**config.mk**
```make
export PLATFORM = sky130hd
export DESIGN_NAME = pedal_midi_note_encoder_top
export DESIGN_NICKNAME = d
export VERILOG_FILES = /design/src/rtl/pmne_pkg.sv /design/src/rtl/pmne_front.sv /design/src/rtl/pmne_queue.sv /design/src/rtl/pmne_back.sv /design/src/rtl/pedal_midi_note_encoder_top.sv
export SDC_FILE = /design/constraint.sdc
export NUM_CORES = 1
export LEC_CHECK = 0
export CORE_MARGIN = 1
export CORE_UTILIZATION = 50
export CTS_CLUSTER_DIAMETER = 150
export DETAILED_ROUTE_END_ITERATION = 16
export DONT_BUFFER_PORTS = 1
export GPL_ROUTABILITY_DRIVEN = 0
export PLACE_DENSITY_LB_ADDON = 0.3
export SYNTH_ARGS = -nofsm -noshare
export SYNTH_HDL_FRONTEND = slang
export SYNTH_SLANG_ARGS = --single-unit
```
**constraint.sdc**
```tcl
create_clock -name clk_i -period 3.4 [get_ports clk_i]
set_input_delay 1.02 -clock clk_i [delete_from_list [all_inputs] [get_ports clk_i]]
set_output_delay 1.02 -clock clk_i [all_outputs]
set_load 0.02 [all_outputs]
```
**src/rtl/pmne_pkg.sv**
```systemverilog
package pmne_pkg;

  // Field widths of the stream items
  localparam int PedalIdxW = 4;
  localparam int OffsetW   = 7;
  localparam int NoteW     = 7;
  localparam int ByteW     = 8;
  localparam int ChanW     = 4;
  localparam int HarmW     = 8;
  localparam int InDataW   = 16;
  localparam int OutDataW  = 8;
  localparam int CfgIdxW   = 2;
  localparam int CfgDataW  = 8;

  // MIDI command nibbles and message constants
  localparam logic [3:0]       CmdNoteOn     = 4'h9;
  localparam logic [3:0]       CmdNoteOff    = 4'h8;
  localparam logic [NoteW-1:0] VelOn         = 7'd100;
  localparam logic [NoteW-1:0] VelOff        = 7'd0;
  localparam logic [NoteW-1:0] FifthStep     = 7'd7;
  localparam logic [NoteW-1:0] OctaveStep    = 7'd12;
  localparam int               HarmFifthBit  = 4;
  localparam int               HarmOctaveBit = 7;

  // Depth of the queue between front and back
  localparam int QueueDepth = 2;

  typedef enum logic [CfgIdxW-1:0] {
    CFG_BASE_PITCH = 2'd0,
    CFG_HARMONY    = 2'd1,
    CFG_CHANNEL    = 2'd2
  } cfg_idx_e;

  // One pedal edge, fully classified, ready to be serialised
  typedef struct packed {
    logic             send_status;
    logic [ByteW-1:0] status;
    logic [NoteW-1:0] root;
    logic [NoteW-1:0] fifth;
    logic [NoteW-1:0] octave;
    logic [NoteW-1:0] velocity;
    logic             add_fifth;
    logic             add_octave;
  } desc_t;

endpackage

```
**src/rtl/pmne_front.sv**
```systemverilog
module pmne_front
  import pmne_pkg::*;
#(
  parameter int NUM_PEDALS = 16
) (
  input  logic                 clk_i,
  input  logic                 rst_ni,
  input  logic                 valid_i,
  output logic                 ready_o,
  input  logic [PedalIdxW-1:0] pedal_index_i,
  input  logic [OffsetW-1:0]   pitch_offset_i,
  input  logic                 level_i,
  input  logic                 cfg_we_i,
  input  logic [CfgIdxW-1:0]   cfg_idx_i,
  input  logic [CfgDataW-1:0]  cfg_wdata_i,
  input  logic                 q_full_i,
  output logic                 push_o,
  output desc_t                desc_o
);

  localparam int PedW = (NUM_PEDALS > 1) ? $clog2(NUM_PEDALS) : 1;
  localparam int ExtW = ((PedW > PedalIdxW) ? PedW : PedalIdxW) + 1;

  logic [NoteW-1:0]      base_pitch_q;
  logic [HarmW-1:0]      harmony_q;
  logic [ChanW-1:0]      channel_q;
  logic [NUM_PEDALS-1:0] levels_q, levels_d;
  logic [ByteW-1:0]      running_q, running_d;

  logic [ExtW-1:0]  idx_ext;
  logic [PedW-1:0]  sel;
  logic             in_range;
  logic             accept;
  logic             is_edge;
  logic [NoteW-1:0] root;
  logic [ByteW-1:0] status;

  always_ff @(posedge clk_i or negedge rst_ni) begin
    if (!rst_ni) begin
      base_pitch_q <= '0;
      harmony_q    <= '0;
      channel_q    <= '0;
    end else if (cfg_we_i) begin
      case (cfg_idx_e'(cfg_idx_i))
        CFG_BASE_PITCH: base_pitch_q <= cfg_wdata_i[NoteW-1:0];
        CFG_HARMONY:    harmony_q    <= cfg_wdata_i[HarmW-1:0];
        CFG_CHANNEL:    channel_q    <= cfg_wdata_i[ChanW-1:0];
        default: ;
      endcase
    end
  end

  assign ready_o  = !q_full_i;
  assign accept   = valid_i && !q_full_i;
  assign idx_ext  = ExtW'(pedal_index_i);
  assign in_range = idx_ext < ExtW'(NUM_PEDALS);
  assign sel      = idx_ext[PedW-1:0];
  assign is_edge  = in_range && (levels_q[sel] != level_i);
  assign push_o   = accept && is_edge;

  assign root   = base_pitch_q + pitch_offset_i;
  assign status = {(level_i ? CmdNoteOn : CmdNoteOff), channel_q};

  always_comb begin
    desc_o.send_status = (status != running_q);
    desc_o.status      = status;
    desc_o.root        = root;
    desc_o.fifth       = root + FifthStep;
    desc_o.octave      = root + OctaveStep;
    desc_o.velocity    = level_i ? VelOn : VelOff;
    desc_o.add_fifth   = harmony_q[HarmFifthBit];
    desc_o.add_octave  = harmony_q[HarmOctaveBit];
  end

  always_comb begin
    levels_d  = levels_q;
    running_d = running_q;
    if (push_o) begin
      levels_d[sel] = level_i;
      running_d     = status;
    end
  end

  always_ff @(posedge clk_i or negedge rst_ni) begin
    if (!rst_ni) begin
      levels_q  <= '0;
      running_q <= '0;
    end else begin
      levels_q  <= levels_d;
      running_q <= running_d;
    end
  end

  // A transferred edge leaves the pedal's stored level equal to the sample
  a_level_follows: assert property (@(posedge clk_i) disable iff (!rst_ni)
    push_o |=> (levels_q[$past(sel)] == $past(level_i)))
    else $error("pedal level not updated after edge");

endmodule

```
**src/rtl/pmne_queue.sv**
```systemverilog
module pmne_queue
  import pmne_pkg::*;
(
  input  logic  clk_i,
  input  logic  rst_ni,
  input  logic  push_i,
  input  desc_t desc_i,
  output logic  full_o,
  input  logic  pop_i,
  output logic  empty_o,
  output desc_t desc_o
);

  localparam int PtrW = (QueueDepth > 1) ? $clog2(QueueDepth) : 1;
  localparam int CntW = $clog2(QueueDepth + 1);

  desc_t           mem_q [QueueDepth];
  logic [PtrW-1:0] wr_ptr_q, wr_ptr_d;
  logic [PtrW-1:0] rd_ptr_q, rd_ptr_d;
  logic [CntW-1:0] count_q, count_d;

  assign full_o  = (count_q == CntW'(QueueDepth));
  assign empty_o = (count_q == '0);
  assign desc_o  = mem_q[rd_ptr_q];

  always_comb begin
    wr_ptr_d = wr_ptr_q;
    rd_ptr_d = rd_ptr_q;
    count_d  = count_q;
    if (push_i) begin
      wr_ptr_d = (wr_ptr_q == PtrW'(QueueDepth - 1)) ? '0 : wr_ptr_q + 1'b1;
    end
    if (pop_i) begin
      rd_ptr_d = (rd_ptr_q == PtrW'(QueueDepth - 1)) ? '0 : rd_ptr_q + 1'b1;
    end
    if (push_i && !pop_i) begin
      count_d = count_q + 1'b1;
    end else if (!push_i && pop_i) begin
      count_d = count_q - 1'b1;
    end
  end

  always_ff @(posedge clk_i) begin
    if (push_i) begin
      mem_q[wr_ptr_q] <= desc_i;
    end
  end

  always_ff @(posedge clk_i or negedge rst_ni) begin
    if (!rst_ni) begin
      wr_ptr_q <= '0;
      rd_ptr_q <= '0;
      count_q  <= '0;
    end else begin
      wr_ptr_q <= wr_ptr_d;
      rd_ptr_q <= rd_ptr_d;
      count_q  <= count_d;
    end
  end

  a_no_overflow: assert property (@(posedge clk_i) disable iff (!rst_ni)
    push_i |-> !full_o)
    else $error("queue written while full");

  a_no_underflow: assert property (@(posedge clk_i) disable iff (!rst_ni)
    pop_i |-> !empty_o)
    else $error("queue read while empty");

endmodule

```
**src/rtl/pmne_back.sv**
```systemverilog
module pmne_back
  import pmne_pkg::*;
(
  input  logic                clk_i,
  input  logic                rst_ni,
  input  logic                empty_i,
  input  desc_t               desc_i,
  output logic                pop_o,
  output logic                valid_o,
  input  logic                ready_i,
  output logic [OutDataW-1:0] byte_o,
  output logic                last_o
);

  typedef enum logic [6:0] {
    ST_STATUS = 7'b0000001,
    ST_ROOT   = 7'b0000010,
    ST_VEL1   = 7'b0000100,
    ST_FIFTH  = 7'b0001000,
    ST_VEL2   = 7'b0010000,
    ST_OCTAVE = 7'b0100000,
    ST_VEL3   = 7'b1000000
  } step_e;

  desc_t            cur_q, cur_d;
  step_e            step_q, step_d;
  step_e            step_nxt;
  logic             busy_q, busy_d;
  logic             out_valid_q, out_valid_d;
  logic [ByteW-1:0] out_byte_q, out_byte_d;
  logic             out_last_q, out_last_d;
  logic             adv;
  logic             fin;
  logic [ByteW-1:0] cur_byte;

  assign adv = !out_valid_q || ready_i;

  // Byte for the current step and the step that follows it
  always_comb begin
    cur_byte = '0;
    step_nxt = ST_ROOT;
    fin      = 1'b0;
    case (step_q)
      ST_STATUS: begin
        cur_byte = cur_q.status;
        step_nxt = ST_ROOT;
      end
      ST_ROOT: begin
        cur_byte = {1'b0, cur_q.root};
        step_nxt = ST_VEL1;
      end
      ST_VEL1: begin
        cur_byte = {1'b0, cur_q.velocity};
        if (cur_q.add_fifth) begin
          step_nxt = ST_FIFTH;
        end else if (cur_q.add_octave) begin
          step_nxt = ST_OCTAVE;
        end else begin
          fin = 1'b1;
        end
      end
      ST_FIFTH: begin
        cur_byte = {1'b0, cur_q.fifth};
        step_nxt = ST_VEL2;
      end
      ST_VEL2: begin
        cur_byte = {1'b0, cur_q.velocity};
        if (cur_q.add_octave) begin
          step_nxt = ST_OCTAVE;
        end else begin
          fin = 1'b1;
        end
      end
      ST_OCTAVE: begin
        cur_byte = {1'b0, cur_q.octave};
        step_nxt = ST_VEL3;
      end
      ST_VEL3: begin
        cur_byte = {1'b0, cur_q.velocity};
        fin      = 1'b1;
      end
      default: begin
        cur_byte = '0;
        fin      = 1'b1;
      end
    endcase
  end

  // Take the next edge as soon as the current one hands over its last byte
  assign pop_o = !empty_i && (!busy_q || (adv && fin));

  always_comb begin
    cur_d       = cur_q;
    step_d      = step_q;
    busy_d      = busy_q;
    out_valid_d = out_valid_q;
    out_byte_d  = out_byte_q;
    out_last_d  = out_last_q;
    if (adv) begin
      out_valid_d = busy_q;
      if (busy_q) begin
        out_byte_d = cur_byte;
        out_last_d = fin;
        step_d     = step_nxt;
        busy_d     = !fin;
      end
    end
    if (pop_o) begin
      cur_d  = desc_i;
      step_d = desc_i.send_status ? ST_STATUS : ST_ROOT;
      busy_d = 1'b1;
    end
  end

  always_ff @(posedge clk_i) begin
    cur_q      <= cur_d;
    out_byte_q <= out_byte_d;
    out_last_q <= out_last_d;
  end

  always_ff @(posedge clk_i or negedge rst_ni) begin
    if (!rst_ni) begin
      step_q      <= ST_ROOT;
      busy_q      <= 1'b0;
      out_valid_q <= 1'b0;
    end else begin
      step_q      <= step_d;
      busy_q      <= busy_d;
      out_valid_q <= out_valid_d;
    end
  end

  assign valid_o = out_valid_q;
  assign byte_o  = out_byte_q;
  assign last_o  = out_last_q;

  a_step_onehot: assert property (@(posedge clk_i) disable iff (!rst_ni)
    busy_q |-> $onehot(step_q))
    else $error("sequencer step not one-hot");

  a_stall_holds: assert property (@(posedge clk_i) disable iff (!rst_ni)
    (out_valid_q && !ready_i) |=> (out_valid_q && $stable(out_byte_q)
                                   && $stable(out_last_q)))
    else $error("output register changed under stall");

endmodule

```
**src/rtl/pedal_midi_note_encoder_top.sv**
```systemverilog
// Pedal MIDI note encoder.
//
// Input stream (s_axis_*): one sampled pedal level per transfer. Each level
// is compared with the stored level of that pedal; a rising edge sends Note On
// messages (velocity 100), a falling edge Note Off messages (velocity 0), for
// the root note and optionally a fifth and an octave per harmony_mask. The
// status byte is left out while it matches the last one sent (running status).
// Output stream (m_axis_*): one MIDI byte per transfer, tlast on the final
// byte of an edge. Samples without an edge produce nothing.
// Configuration: cfg_we_i writes register cfg_idx_i (0 base pitch, 1 harmony
// mask, 2 channel) from cfg_wdata_i; write only while the block is idle.
// Path: an edge passes the queue, the sequencer and the output register.
// Throughput: one output byte per cycle from the back-end sequencer while
// m_axis_tready_i is high, an edge giving 2 to 7 bytes; a two-entry queue
// lets the front take one sample per cycle until it fills.
// Reset: all pedal levels low, no running status, registers cleared.
// Stall: while m_axis_tready_i is low the output byte is held, the sequencer
// stops, and s_axis_tready_o drops once the queue is full.
module pedal_midi_note_encoder_top
  import pmne_pkg::*;
#(
  parameter int NUM_PEDALS = 16
) (
  input  logic                clk_i,
  input  logic                rst_ni,
  input  logic                s_axis_tvalid_i,
  output logic                s_axis_tready_o,
  // [3:0] pedal_index, [10:4] pitch_offset, [11] level, [15:12] zero
  input  logic [InDataW-1:0]  s_axis_tdata_i,
  output logic                m_axis_tvalid_o,
  input  logic                m_axis_tready_i,
  // [7:0] midi_byte
  output logic [OutDataW-1:0] m_axis_tdata_o,
  output logic                m_axis_tlast_o,
  input  logic                cfg_we_i,
  input  logic [CfgIdxW-1:0]  cfg_idx_i,
  input  logic [CfgDataW-1:0] cfg_wdata_i
);

  desc_t push_desc;
  desc_t head_desc;
  logic  push;
  logic  pop;
  logic  q_full;
  logic  q_empty;

  // Front: edge detection, note arithmetic, running status
  pmne_front #(
    .NUM_PEDALS(NUM_PEDALS)
  ) u_front (
    .clk_i         (clk_i),
    .rst_ni        (rst_ni),
    .valid_i       (s_axis_tvalid_i),
    .ready_o       (s_axis_tready_o),
    .pedal_index_i (s_axis_tdata_i[3:0]),
    .pitch_offset_i(s_axis_tdata_i[10:4]),
    .level_i       (s_axis_tdata_i[11]),
    .cfg_we_i      (cfg_we_i),
    .cfg_idx_i     (cfg_idx_i),
    .cfg_wdata_i   (cfg_wdata_i),
    .q_full_i      (q_full),
    .push_o        (push),
    .desc_o        (push_desc)
  );

  // Queue of classified edges
  pmne_queue u_queue (
    .clk_i  (clk_i),
    .rst_ni (rst_ni),
    .push_i (push),
    .desc_i (push_desc),
    .full_o (q_full),
    .pop_i  (pop),
    .empty_o(q_empty),
    .desc_o (head_desc)
  );

  // Back: byte sequencer with output register
  pmne_back u_back (
    .clk_i  (clk_i),
    .rst_ni (rst_ni),
    .empty_i(q_empty),
    .desc_i (head_desc),
    .pop_o  (pop),
    .valid_o(m_axis_tvalid_o),
    .ready_i(m_axis_tready_i),
    .byte_o (m_axis_tdata_o),
    .last_o (m_axis_tlast_o)
  );

endmodule

```
Word level (Yosys, flattened, before mapping)
Memory sizes are Yosys's and may differ from the RTL's.
Index checks and enable logic that the tools add are counted.
- flip-flop bits (word level): 103
- memory bits (writable): 72
- output and inout bits: 11
- logic and storage cells: 99
- memories: 1
- memory list (name ; words ; width ; rd ports ; clocked after memory_dff ; write ports ; RTL line ; text):
    u_queue.mem_q ; 2 ; 36 ; 1 ; 0 ; 1 ; pmne_queue.sv:17 ; desc_t mem_q [QueueDepth];
- add/subtract/negate cells: 7
- magnitude comparators: 3
- equality and inequality tests: 12
- muxes and demuxes: 27
- reduce and logical (&&, ||, !) cells: 29
- operators with widths (cell ; number):
    one-hot mux 8 bit (5 select lines) ; 1
    2-to-1 mux 7 bit ; 5
    one-hot mux 7 bit (5 select lines) ; 1
    bitwise mux 16 bit ; 1
    2-to-1 mux 1 bit ; 12
    less-than comparator 4 x 5 -> 1 bit, second input constant ; 2
    AND reduction 2 bit ; 5
    logical AND 1 bit ; 8
    inequality test 8 bit ; 1
    adder 7 x 3 -> 7 bit, second input constant ; 1
    adder 7 x 4 -> 7 bit, second input constant ; 1
    adder 7 bit ; 1
    equality test 7 x 1 -> 1 bit, second input constant ; 1
    equality test 7 x 2 -> 1 bit, second input constant ; 1
    equality test 7 x 3 -> 1 bit, second input constant ; 1
    equality test 7 x 4 -> 1 bit, second input constant ; 1
    equality test 7 x 5 -> 1 bit, second input constant ; 1
    equality test 7 x 6 -> 1 bit, second input constant ; 1
    equality test 7 bit, second input constant ; 1
    logical NOT 1 bit ; 7
    2-to-1 mux 2 bit ; 3
    2-to-1 mux 6 bit ; 1
    nonzero test 2 bit ; 3
    binary-select mux 1 bit (select 4 bit) ; 1
    13 further kinds ; 17

Depth between registers and ports, before layout
Gate-level depths: netlist (run 1).
- depth after elaboration: 9
- mapped depth: 11
- gate-level depth less buffers: 9

Modules after synthesis
From an unflattened synthesis (run 1), not the netlist that was laid out.
- cell total of the unflattened synthesis: 520
- area total of the unflattened synthesis: 7691.1 µm²
- by module, submodules not included (module ; instances ; cells each ; area each (µm²) ; seq. area each (µm²)):
    pmne_queue ; 1 ; 137 ; 3012.9 ; 2442.3
    pmne_front ; 1 ; 234 ; 2376.0 ; 875.8
    pmne_back ; 1 ; 149 ; 2302.2 ; 1637.8

Least setup slack after synthesis (run 1)
OpenSTA, ideal clock, no wires.
- path type: input -> register
- start point: in s_axis_tdata_i[2]
- end point: mem u_queue.mem_q[0][0] (netlist name), enable pin
- library setup time: 0.411 ns
- data arrival time: 3.366 ns
- required time: 2.989 ns
- path slack: -0.377 ns
- stages on the path: 6
- path through: buf_6 > mux4_2 > mux2_4 > mux2i_1 > nor2_2 > nor2_1
- longest elaborated chain between the ends: 7
- elaborated cells on any way between the ends: 8
- classes of those cells: order compare: 1; eq/ne: 1; mux: 4; reduce/logical: 2
- ends and longest elaborated chain (element ; RTL line ; text):
    start: declaration ; pedal_midi_note_encoder_top.sv:29 ; input logic [InDataW-1:0] s_axis_tdata_i,
    binary-select mux 1 bit (select 4 bit) ; pmne_front.sv:58 ; assign is_edge = in_range && (levels_q[sel] != level_i);
    2-to-1 mux 1 bit (implied by the code) ; pmne_front.sv:58 ;
    inequality test 1 bit ; pmne_front.sv:58 ;
    logical AND 1 bit (*) ; pmne_front.sv:58 ;
    logical AND 1 bit (*) ; pmne_front.sv:59 ; assign push_o = accept && is_edge;
    2-to-1 mux 1 bit (*) ; pmne_queue.sv:44 ; if (push_i) begin
    2-to-1 mux 1 bit (implied by the code) (*) ; pmne_queue.sv:45 ; mem_q[wr_ptr_q] <= desc_i;
    end: declaration ; pmne_queue.sv:17 ;
Every way passes the cells marked *; elsewhere a longest branch is shown, timed or not. The select of a mux whose other input is x is not followed.

==> flow_summary.toml, run 1 <==
[critical_path]
rr_worst_depth = 9
r2r_end = "u_queue.mem_q[0][22]"
worstReg2RegStart = "u_front.base_pitch_q[0]"
r2r_slack_ns = 0.77
required_ns = 3.54
setup.worst_path.start = "s_axis_tdata_i[4]"
endpoint = "u_queue.mem_q[0][22]"
cp-end-kind = "flop"
path_class = "in -> reg"
cp_max_fo = 4
critical_path_arrival_ns = 2.96
critPathLaunchType = "primary input"

[route]
drt-pass1-iter-count = 5
vias = 3641
totalWireLength_mm = 11.18
routed_via_density = 5.671
first_iter_violations = 220
ant_nets = 0
drcViolationCount = 0
routedWlPerCell_um = 17.41

[die]
die_area_um2 = 12830
start_util = 0.5134
core-area_um2 = 12060
io_pins = 42
die_x_um = 113.3
dieHeight_um = 113.3
num_rows = 40

[cts]
cts_max_level = 4
path_clk_slew_ns = 0.06
cts_setup_buffers = 0
clock_latency_ns = 0.41
hold_buffers = 0
cts_buffers = 17
tritoncts = "done"
clock-sinks = 137
cts_resized = 0
cts-root-buf = "clkbuf_16"
clockBufferDepth = 2

[grt]
grt_pass1_vias = 3687
track_usage = 0.1932
antenna_found_initial = 0
grt_max_degree = 49
overflow = 0
grt_pass1_wl_mm = 18.62

[power]
max-vdd-ir-drop_uv = 475.0
p_total_mw = 6.048
p_per_area_nw_per_um2 = 870.8
p_leak_nw = 2.543

[sta]
relSlewSlack = 0.3352
fin_skew_ns = 0.01043
fmaxAchievable_ghz = 0.3546
worstMarginPinSlew_ns = 0.9888
period_share = 0.8294
setup-violations-final = 0
fin_setup_tns_ns = 0
hold_ws_ns = 0.3027
rsz0062_at_grt = "false"
maxSlewViolCount = 0
hold_violations = 0
finalWorstPathRequiredPeriod_ns = 2.820

[finish]
regArea_um2 = 3875
mostFrequentLayoutCells = "edfxtp_1 (89), o21ai_0 (49), dfrtp_1 (47)"
final_common_cell = "edfxtp_1"
fin_cells = 642
area_growth_pct = 12.16
finalNetCount = 504
antenna_cells = 0
final_cell_area_um2 = 6945
multiInputGateArea_um2 = 2176
fillers = 942
drive_above_1_share = 0.2068

[synth]
ys_types = 60
yosys.area.top_type = "edfxtp_1"
async_flop_share = 0.3504
synth_warnings = 0
synth.top_cell.area_share = 0.4316
avgSynthCellArea_um2 = 13.79
ys_seq_area_frac = 0.6258
synthTopCellsByArea = "edfxtp_1 (43%), dfrtp_1 (19%), mux2_2 (7.3%)"
ys_ff_latch = 137
synth_ff_type = "edfxtp_1"
syn_inst = 449
syn_area_um2 = 6192
synth-edff-count = 89
synth_nets = 492

[placed_design]
dp_cells = 610
dpl-instance-area_um2 = 6424
portBuffers = 0
dp.final_hpwl_mm = 7.564

[run]
drv_cap = 0

[hold_path]
hp-class = "in -> async"

[run_status]
outcome = "finished, final reports clean"
==> cell usage after synthesis (2+ instances only) <==
cell       count
a211oi_1       4
mux4_1         2
nor3b_1        4
xor2_1        18
nand4b_1       3
dfrtp_1       47
and2_1         2
buf_6          2
or3b_2         3
a211o_1        2
a222oi_1       2
ha_1          11
a21oi_1       22
inv_1         17
nand2b_1       2
o21ai_0       49
nor2b_1        3
nor3_1         6
a22o_1         3
xnor2_1        6
o2111ai_1      2
mux2_4         5
mux4_2         2
o31ai_1        3
mux2i_1        3
edfxtp_1      89
clkbuf_1      13
nor2_1        15
nand2_1       19
nor4_1         2
mux2_2        40
or3_2          2
and3_1         2
nand3b_1       5
nor4b_1        3
or3_1          2
nand3_1        6
o21a_1         2
and3b_1        3
a22oi_1        3
==> worst min path at each step <==
stage,from,slack [ns],to,depth (start not counted)
floorplan,u_front.harmony_q[7],0.44,u_queue.mem_q[0][0],0
global placement,u_front.running_q[7],0.46,u_front.running_q[7],1
detailed placement,u_front.running_q[7],0.46,u_front.running_q[7],1
CTS,rst_ni,0.28,u_back.step_q[3],0
global route,rst_ni,0.28,u_back.valid_o,0
finish,rst_ni,0.30,u_back.step_q[3],0
==> registers in the layout, indices dropped and copies added (netlist names), 4 cells and up <==
signal / flops
u_queue.mem_q: 54
u_back.cur_q: 26
u_front.levels_q: 16
u_back.byte_o: 8
u_back.step_q: 7
u_front.base_pitch_q: 7
u_front.running_q: 6
u_front.channel_q: 4
==> cell type report <==
type                    count  area share
repair buffers              9     0.01333
well taps                 168     0.03026
flip-flops and latches    137      0.5579
clock inverters            11     0.01171
multi-input cells         278      0.3133
clock buffers              21     0.06341
inverters                  18     0.01009
==> kinds of logic after synthesis <==
logic type	Yosys count	synth area share
compound gates	100	0.1012
buf+inv	34	0.02364
mux	52	0.1055
xor+xnor	24	0.03395
simple gates	90	0.08447
flops	137	0.6258
fa+ha+maj	12	0.02546
==> critical path, stage by stage <==
cell and delay [ns]:
ha_1 0.19, inv_1 0.07, fa_1 0.40, xor2_1 0.39, inv_1 0.16, ha_1 0.23, a21oi_1 0.21, nor4b_1 0.10
xor2_1 0.18
==> power breakdown <==
| group | internal [mW] | switching [mW] | total (mW) |
|---|---|---|---|
| registers | 2.51 | 0.329 | 2.84 |
| logic | 0.674 | 0.904 | 1.58 |
| clock network | 0.988 | 0.639 | 1.63 |
==> metal layers <==
| layer | vias up | GRT usage | wire length, um |
|---|---|---|---|
| met4 | 0 | 0.08947 | 234 |
| met5 | - | 0 | 0 |
| li1 | 1724 | - | - |
| met3 | 21 | 0.06106 | 621 |
| met1 | 1785 | 0.2570 | 5081 |
| met2 | 111 | 0.2904 | 5237 |
==> per-stage QoR <==
stage	setup WS, ns	util
global placement	0.2637	0.5326
finish	0.5799	0.5758
floorplan	-0.3772	-
detailed placement	0.2015	0.5326
CTS	0.6187	0.5758
global route	0.4156	0.5758
(Power assumes the default switching activity.)
==> run 2: changes to the inputs <==
- clock period: 3.4 -> 2.9 ns (I/O delays scaled with it)
==> run 2 against run 1 <==
Net effect:
- total power up 23%
- cell area up 2.6%
- non-clock buffer count up 12
- final cell count up 1.9%
- clock-buffer cell count down 2
- critical endpoint is now u_queue.mem_q[1][15]
- largest cell class unchanged
- largest power group unchanged
==> flow_summary.toml, run 2 (synthesis gave the netlist of run 1 again) <==
[route]
drt-pass1-iter-count = 5
ant_nets = 0
routed_via_density = 5.622
totalWireLength_mm = 11.27
routedWlPerCell_um = 17.23
drcViolationCount = 0
vias = 3677
first_iter_violations = 306

[power]
p_total_mw = 7.465
swShare = 0.3006
pwr-share-comb = 0.257
switching_power_mw = 2.244
p_leak_nw = 2.634
max-vdd-ir-drop_uv = 501.3
p_per_area_nw_per_um2 = 1048
seqPwrFrac = 0.447
clock_power_share = 0.296
intPower_mw = 5.221

[finish]
final_cell_area_um2 = 7124
fillers = 938
finalNetCount = 516
fin_cells = 654
largest-register = "u_queue.mem_q"
antenna_cells = 0
mostFrequentLayoutCells = "edfxtp_1 (89), o21ai_0 (49), dfrtp_1 (47)"
area_growth_pct = 15.05
regArea_um2 = 3875
drive_above_1_share = 0.2346
reg.largest.list = "u_queue.mem_q: 54 flops, u_back.cur_q: 26 flops, u_front.levels_q: 16 flops"
largest_reg_flops = 54
postLayoutCoreUtil = 0.5907
multiInputGateArea_um2 = 2176
final_common_cell = "edfxtp_1"

[run_status]
outcome = "finished, final reports clean"

[critical_path]
required_ns = 3.04
path_class = "in -> reg"
critPathLaunchType = "primary input"
path_cells = "ha_1, inv_1, fa_1, xor2_1, buf_4, ha_1, nor4b_1, xor2_1"
max_stage_delay_ns = 0.45
worst_path_max_delay_cell = "nor4b_1"
cp-end-kind = "flop"
critPathTopFamily = "adder cells"
cp.buffers_inverters = 2
critical_path_arrival_ns = 2.67
cp_max_fo = 4

[sta]
hold_violations = 0
setup-violations-final = 0
relSlewSlack = 0.3872
fin_skew_ns = 0.009895
fmaxAchievable_ghz = 0.3946
worstMarginPinSlew_ns = 0.9114
finalWorstPathRequiredPeriod_ns = 2.534
rsz0062_at_grt = "false"
maxSlewViolCount = 0
period_share = 0.8739

[die]
dieHeight_um = 113.3
num_rows = 40
start_util = 0.5134
io_pins = 42
die_area_um2 = 12830
core-area_um2 = 12060
die_x_um = 113.3

[grt]
overflow = 0
grt_pass1_vias = 3723
grt_pass1_wl_mm = 18.77
track_usage = 0.1939
grt_max_degree = 49
antenna_found_initial = 0

[cts]
tritoncts = "done"
clock-sinks = 137
cts_setup_buffers = 0
cts-root-buf = "clkbuf_16"
clockBufferDepth = 2
cts_max_level = 4
clock_latency_ns = 0.41
hold_buffers = 0
cts_resized = 0
path_clk_slew_ns = 0.06
cts_buffers = 17

[placed_design]
dp_cells = 622
dpl-instance-area_um2 = 6514
portBuffers = 0
dp.final_hpwl_mm = 7.556

[run]
drv_cap = 0

[hold_path]
hp-class = "in -> async"
-- run 2: cell types whose count changed in the layout (fill, tap and decap cells not counted), sizes merged --
cell and delta:
buf +12, bufinv +3, clkbuf -2, clkinv -3, clkinvlp +2
-- run 2: power by group through the flow --
stage	sequential [mW]	combinational [mW]	clock (mW)
floorplan	3.25	1.45	0
global placement	3.34	1.85	0
detailed placement	3.37	1.91	0
CTS	3.34	1.94	2.25
global route	3.40	2.11	2.33
finish	3.34	1.92	2.21
-- run 2: through the flow --
stage | setup WS [ns] | setup TNS, ns | hold slack, ns
after floorplan | -0.2857 | -15.43 | 0.4366
after CTS | 0.3527 | 0 | 0.1314
after global routing | 0.2733 | 0 | 0.1301
final | 0.3657 | 0 | 0.1570
after global placement | 0.03683 | 0 | 0.4861
after detailed placement | -0.07353 | -0.1915 | 0.4927
-- run 2: routing by layer --
layer / track usage / up-vias / part of all wire
met5: 0 / - / 0
met4: 0.08684 / 0 / 0.0075
met3: 0.04767 / 7 / 0.035
met2: 0.3006 / 82 / 0.49
met1: 0.2602 / 1846 / 0.47
li1: - / 1742 / -
-- run 2: final timing paths --
| check | start | endpoint | slack (ns) | cells past startpoint |
|---|---|---|---|---|
| max | s_axis_tdata_i[4] | u_queue.mem_q[1][15] | 0.37 | 8 |
| min | rst_ni | u_back.step_q[6] | 0.16 | 0 |
| max reg2reg | u_back.step_q[2] | u_back.cur_q[9] | 0.42 | 5 |
| min reg2reg | u_front.harmony_q[4] | u_queue.mem_q[1][1] | 0.51 | 0 |
| max in group asynchronous | rst_ni | u_back.step_q[1] | 2.55 | 0 |
| min in group clk_i | u_front.harmony_q[4] | u_queue.mem_q[1][1] | 0.51 | 0 |
-- run 2: area by class of cell --
type,instances,area share
clock buffer,19,0.06077
clock inverter,13,0.02494
inverter,18,0.009835
multi-input combinational,278,0.3054
sequential,137,0.5439
tap,168,0.02950
timing repair buffer,21,0.02564
==> run 3: changes to the inputs <==
- GPL_TIMING_DRIVEN: unset -> 0
==> run 3 against run 2 <==
Net effect:
- clock skew fell by 0.0038 ns
- sequential share of layout area fell by 0.057 points
- fmax fell by 12%
- clock power rose by 10%
- final cell count fell by 0.46%
- routed wire length rose by 0.67%
- worst hold slack got worse by 0.0056 ns
- die area did not move
- sequential power fell by 1%
- highest routed layer unchanged
==> flow_summary.toml, run 3 (synthesis gave the netlist of run 1 again) <==
[hold_path]
hp-class = "in -> async"

[route]
drt-pass1-iter-count = 5
drcViolationCount = 0
totalWireLength_mm = 11.35
routedWlPerCell_um = 17.43
ant_nets = 0
vias = 3705
routed_via_density = 5.691
first_iter_violations = 367

[cts]
clockBufferDepth = 2
cts_buffers = 17
cts_max_level = 4
clock_latency_ns = 0.41
path_clk_slew_ns = 0.06
cts-root-buf = "clkbuf_16"
clock-sinks = 137
hold_buffers = 0
tritoncts = "done"

[placed_design]
dp.final_hpwl_mm = 7.418
portBuffers = 0
dp_cells = 617

[power]
max-vdd-ir-drop_uv = 534.3
p_per_area_nw_per_um2 = 1075
clock_power_share = 0.318
pwr-share-comb = 0.251
intPower_mw = 5.340
swShare = 0.3036
switching_power_mw = 2.328
p_leak_nw = 2.602
seqPwrFrac = 0.431
p_total_mw = 7.668

[critical_path]
critPathLaunchType = "primary input"
cp_max_fo = 27
rr_worst_depth = 5
path_depth = 6
path_class = "in -> reg"
cp-end-kind = "flop"
path_cells = "clkbuf_1, mux4_2, mux2_4, mux2i_1, nor2_2, nor2_4"
r2r_slack_ns = 0.14
r2r_end = "u_back.cur_q[10]"
worst_path_max_delay_cell = "nor2_4"
required_ns = 2.94
max_stage_delay_ns = 0.62
critical_path_arrival_ns = 2.91
cp.buffers_inverters = 1
worstReg2RegStart = "u_back.step_q[4]"
critPathTopFamily = "multiplexers"

[finish]
fin_cells = 651
largest-register = "u_queue.mem_q"
largest_reg_flops = 54
drive_above_1_share = 0.2112
area_growth_pct = 15.17
antenna_cells = 0
reg.largest.list = "u_queue.mem_q: 54 flops, u_back.cur_q: 26 flops, u_front.levels_q: 16 flops"
mostFrequentLayoutCells = "edfxtp_1 (89), o21ai_0 (49), dfrtp_1 (47)"
finalNetCount = 513
final_common_cell = "edfxtp_1"
regArea_um2 = 3875
fillers = 939
multiInputGateArea_um2 = 2221

[sta]
maxSlewViolCount = 0
fin_skew_ns = 0.006080
finalWorstPathRequiredPeriod_ns = 2.864
fin_setup_tns_ns = 0
period_share = 0.9875
relSlewSlack = 0.2916
setup-violations-final = 0
worstMarginPinSlew_ns = 1.060
rsz0062_at_grt = "true"
hold_violations = 0
fmaxAchievable_ghz = 0.3492
hold_ws_ns = 0.1514

[die]
start_util = 0.5134
dieHeight_um = 113.3
die_x_um = 113.3
io_pins = 42
num_rows = 40
die_area_um2 = 12830
core-area_um2 = 12060

[grt]
grt_max_degree = 49
antenna_found_initial = 0
track_usage = 0.1893
grt_pass1_wl_mm = 18.04
grt_pass1_vias = 3676
overflow = 0

[run]
drv_cap = 0

[run_status]
outcome = "finished, final reports clean"
-- run 3: changes by cell type in the layout (fill, tap and decap cells not counted), moves of 2 or more --
cell,change
inv_6,+3
bufinv_16,+2
clkinv_2,-2
buf_12,-2
buf_6,+2
buf_4,-18
xor2_1,-2
nor2_4,+2
nor2_2,-2
clkbuf_1,+11
-- run 3: repair_timing --
action	4_1_cts	5_1_grt
setup endpoints to repair	58	58
pin swaps	1	1
buffers inserted	0	1
resized for setup	3	2
cloned	1	0
-- run 3: stage by stage --
step | instance area [um^2] | worst slack [ns] | utilization
floorplan | 6197 | -0.2857 | -
global placement | 6407 | -0.8059 | 0.5312
detailed placement | 6407 | -0.8564 | 0.5312
CTS | 7106 | 0.01770 | 0.5891
global route | 7132 | -0.08057 | 0.5913
finish | 7132 | 0.03617 | 0.5913
-- run 3: how the worst max path moves through the flow --
| stage | start | to | slack (ns) |
|---|---|---|---|
| after floorplan | s_axis_tdata_i[2] | u_queue.mem_q[0][0] | -0.29 |
| after global placement | s_axis_tdata_i[3] | u_queue.mem_q[0][23] | -0.81 |
| after detailed placement | s_axis_tdata_i[3] | u_queue.mem_q[1][23] | -0.86 |
| after CTS | u_back.step_q[4] | u_queue.count_q[1] | 0.02 |
| after global routing | s_axis_tdata_i[3] | u_queue.mem_q[0][26] | -0.08 |
| final | s_axis_tdata_i[3] | u_queue.mem_q[1][11] | 0.04 |
-- run 3: worst register-to-register path: stages, from the launching register on --
cell and delay, ns:
dfrtp_1 0.36, buf_2 0.18, or3b_2 0.53, a2111oi_4 0.36
a31oi_2 0.15, a21oi_2 0.80
-- run 3: power groups by stage --
stage / Sequential (mW) / Clock (mW) / Combinational, mW
finish: 3.30 / 2.44 / 1.93
global route: 3.37 / 2.54 / 2.10
CTS: 3.31 / 2.47 / 1.90
detailed placement: 3.34 / 0 / 1.83
global placement: 3.32 / 0 / 1.79
floorplan: 3.25 / 0 / 1.45
-- run 3: metal layers --
metal  track usage  part of all wire  vias up
li1              -                 -     1738
met1        0.2423              0.45     1841
met2        0.2994              0.48      107
met3       0.04928             0.047       19
met4       0.09649             0.020        0
met5             0                 0        -
-- run 3: area by class of cell --
class                      count  share of cell area
buffer                        16             0.01070
multi-input combinational    279              0.3114
inverter                      18            0.009825
clock buffer                  17             0.05965
sequential                   137              0.5433
tap                          168             0.02947
timing repair buffer           1            0.001053
clock inverter                15             0.03456
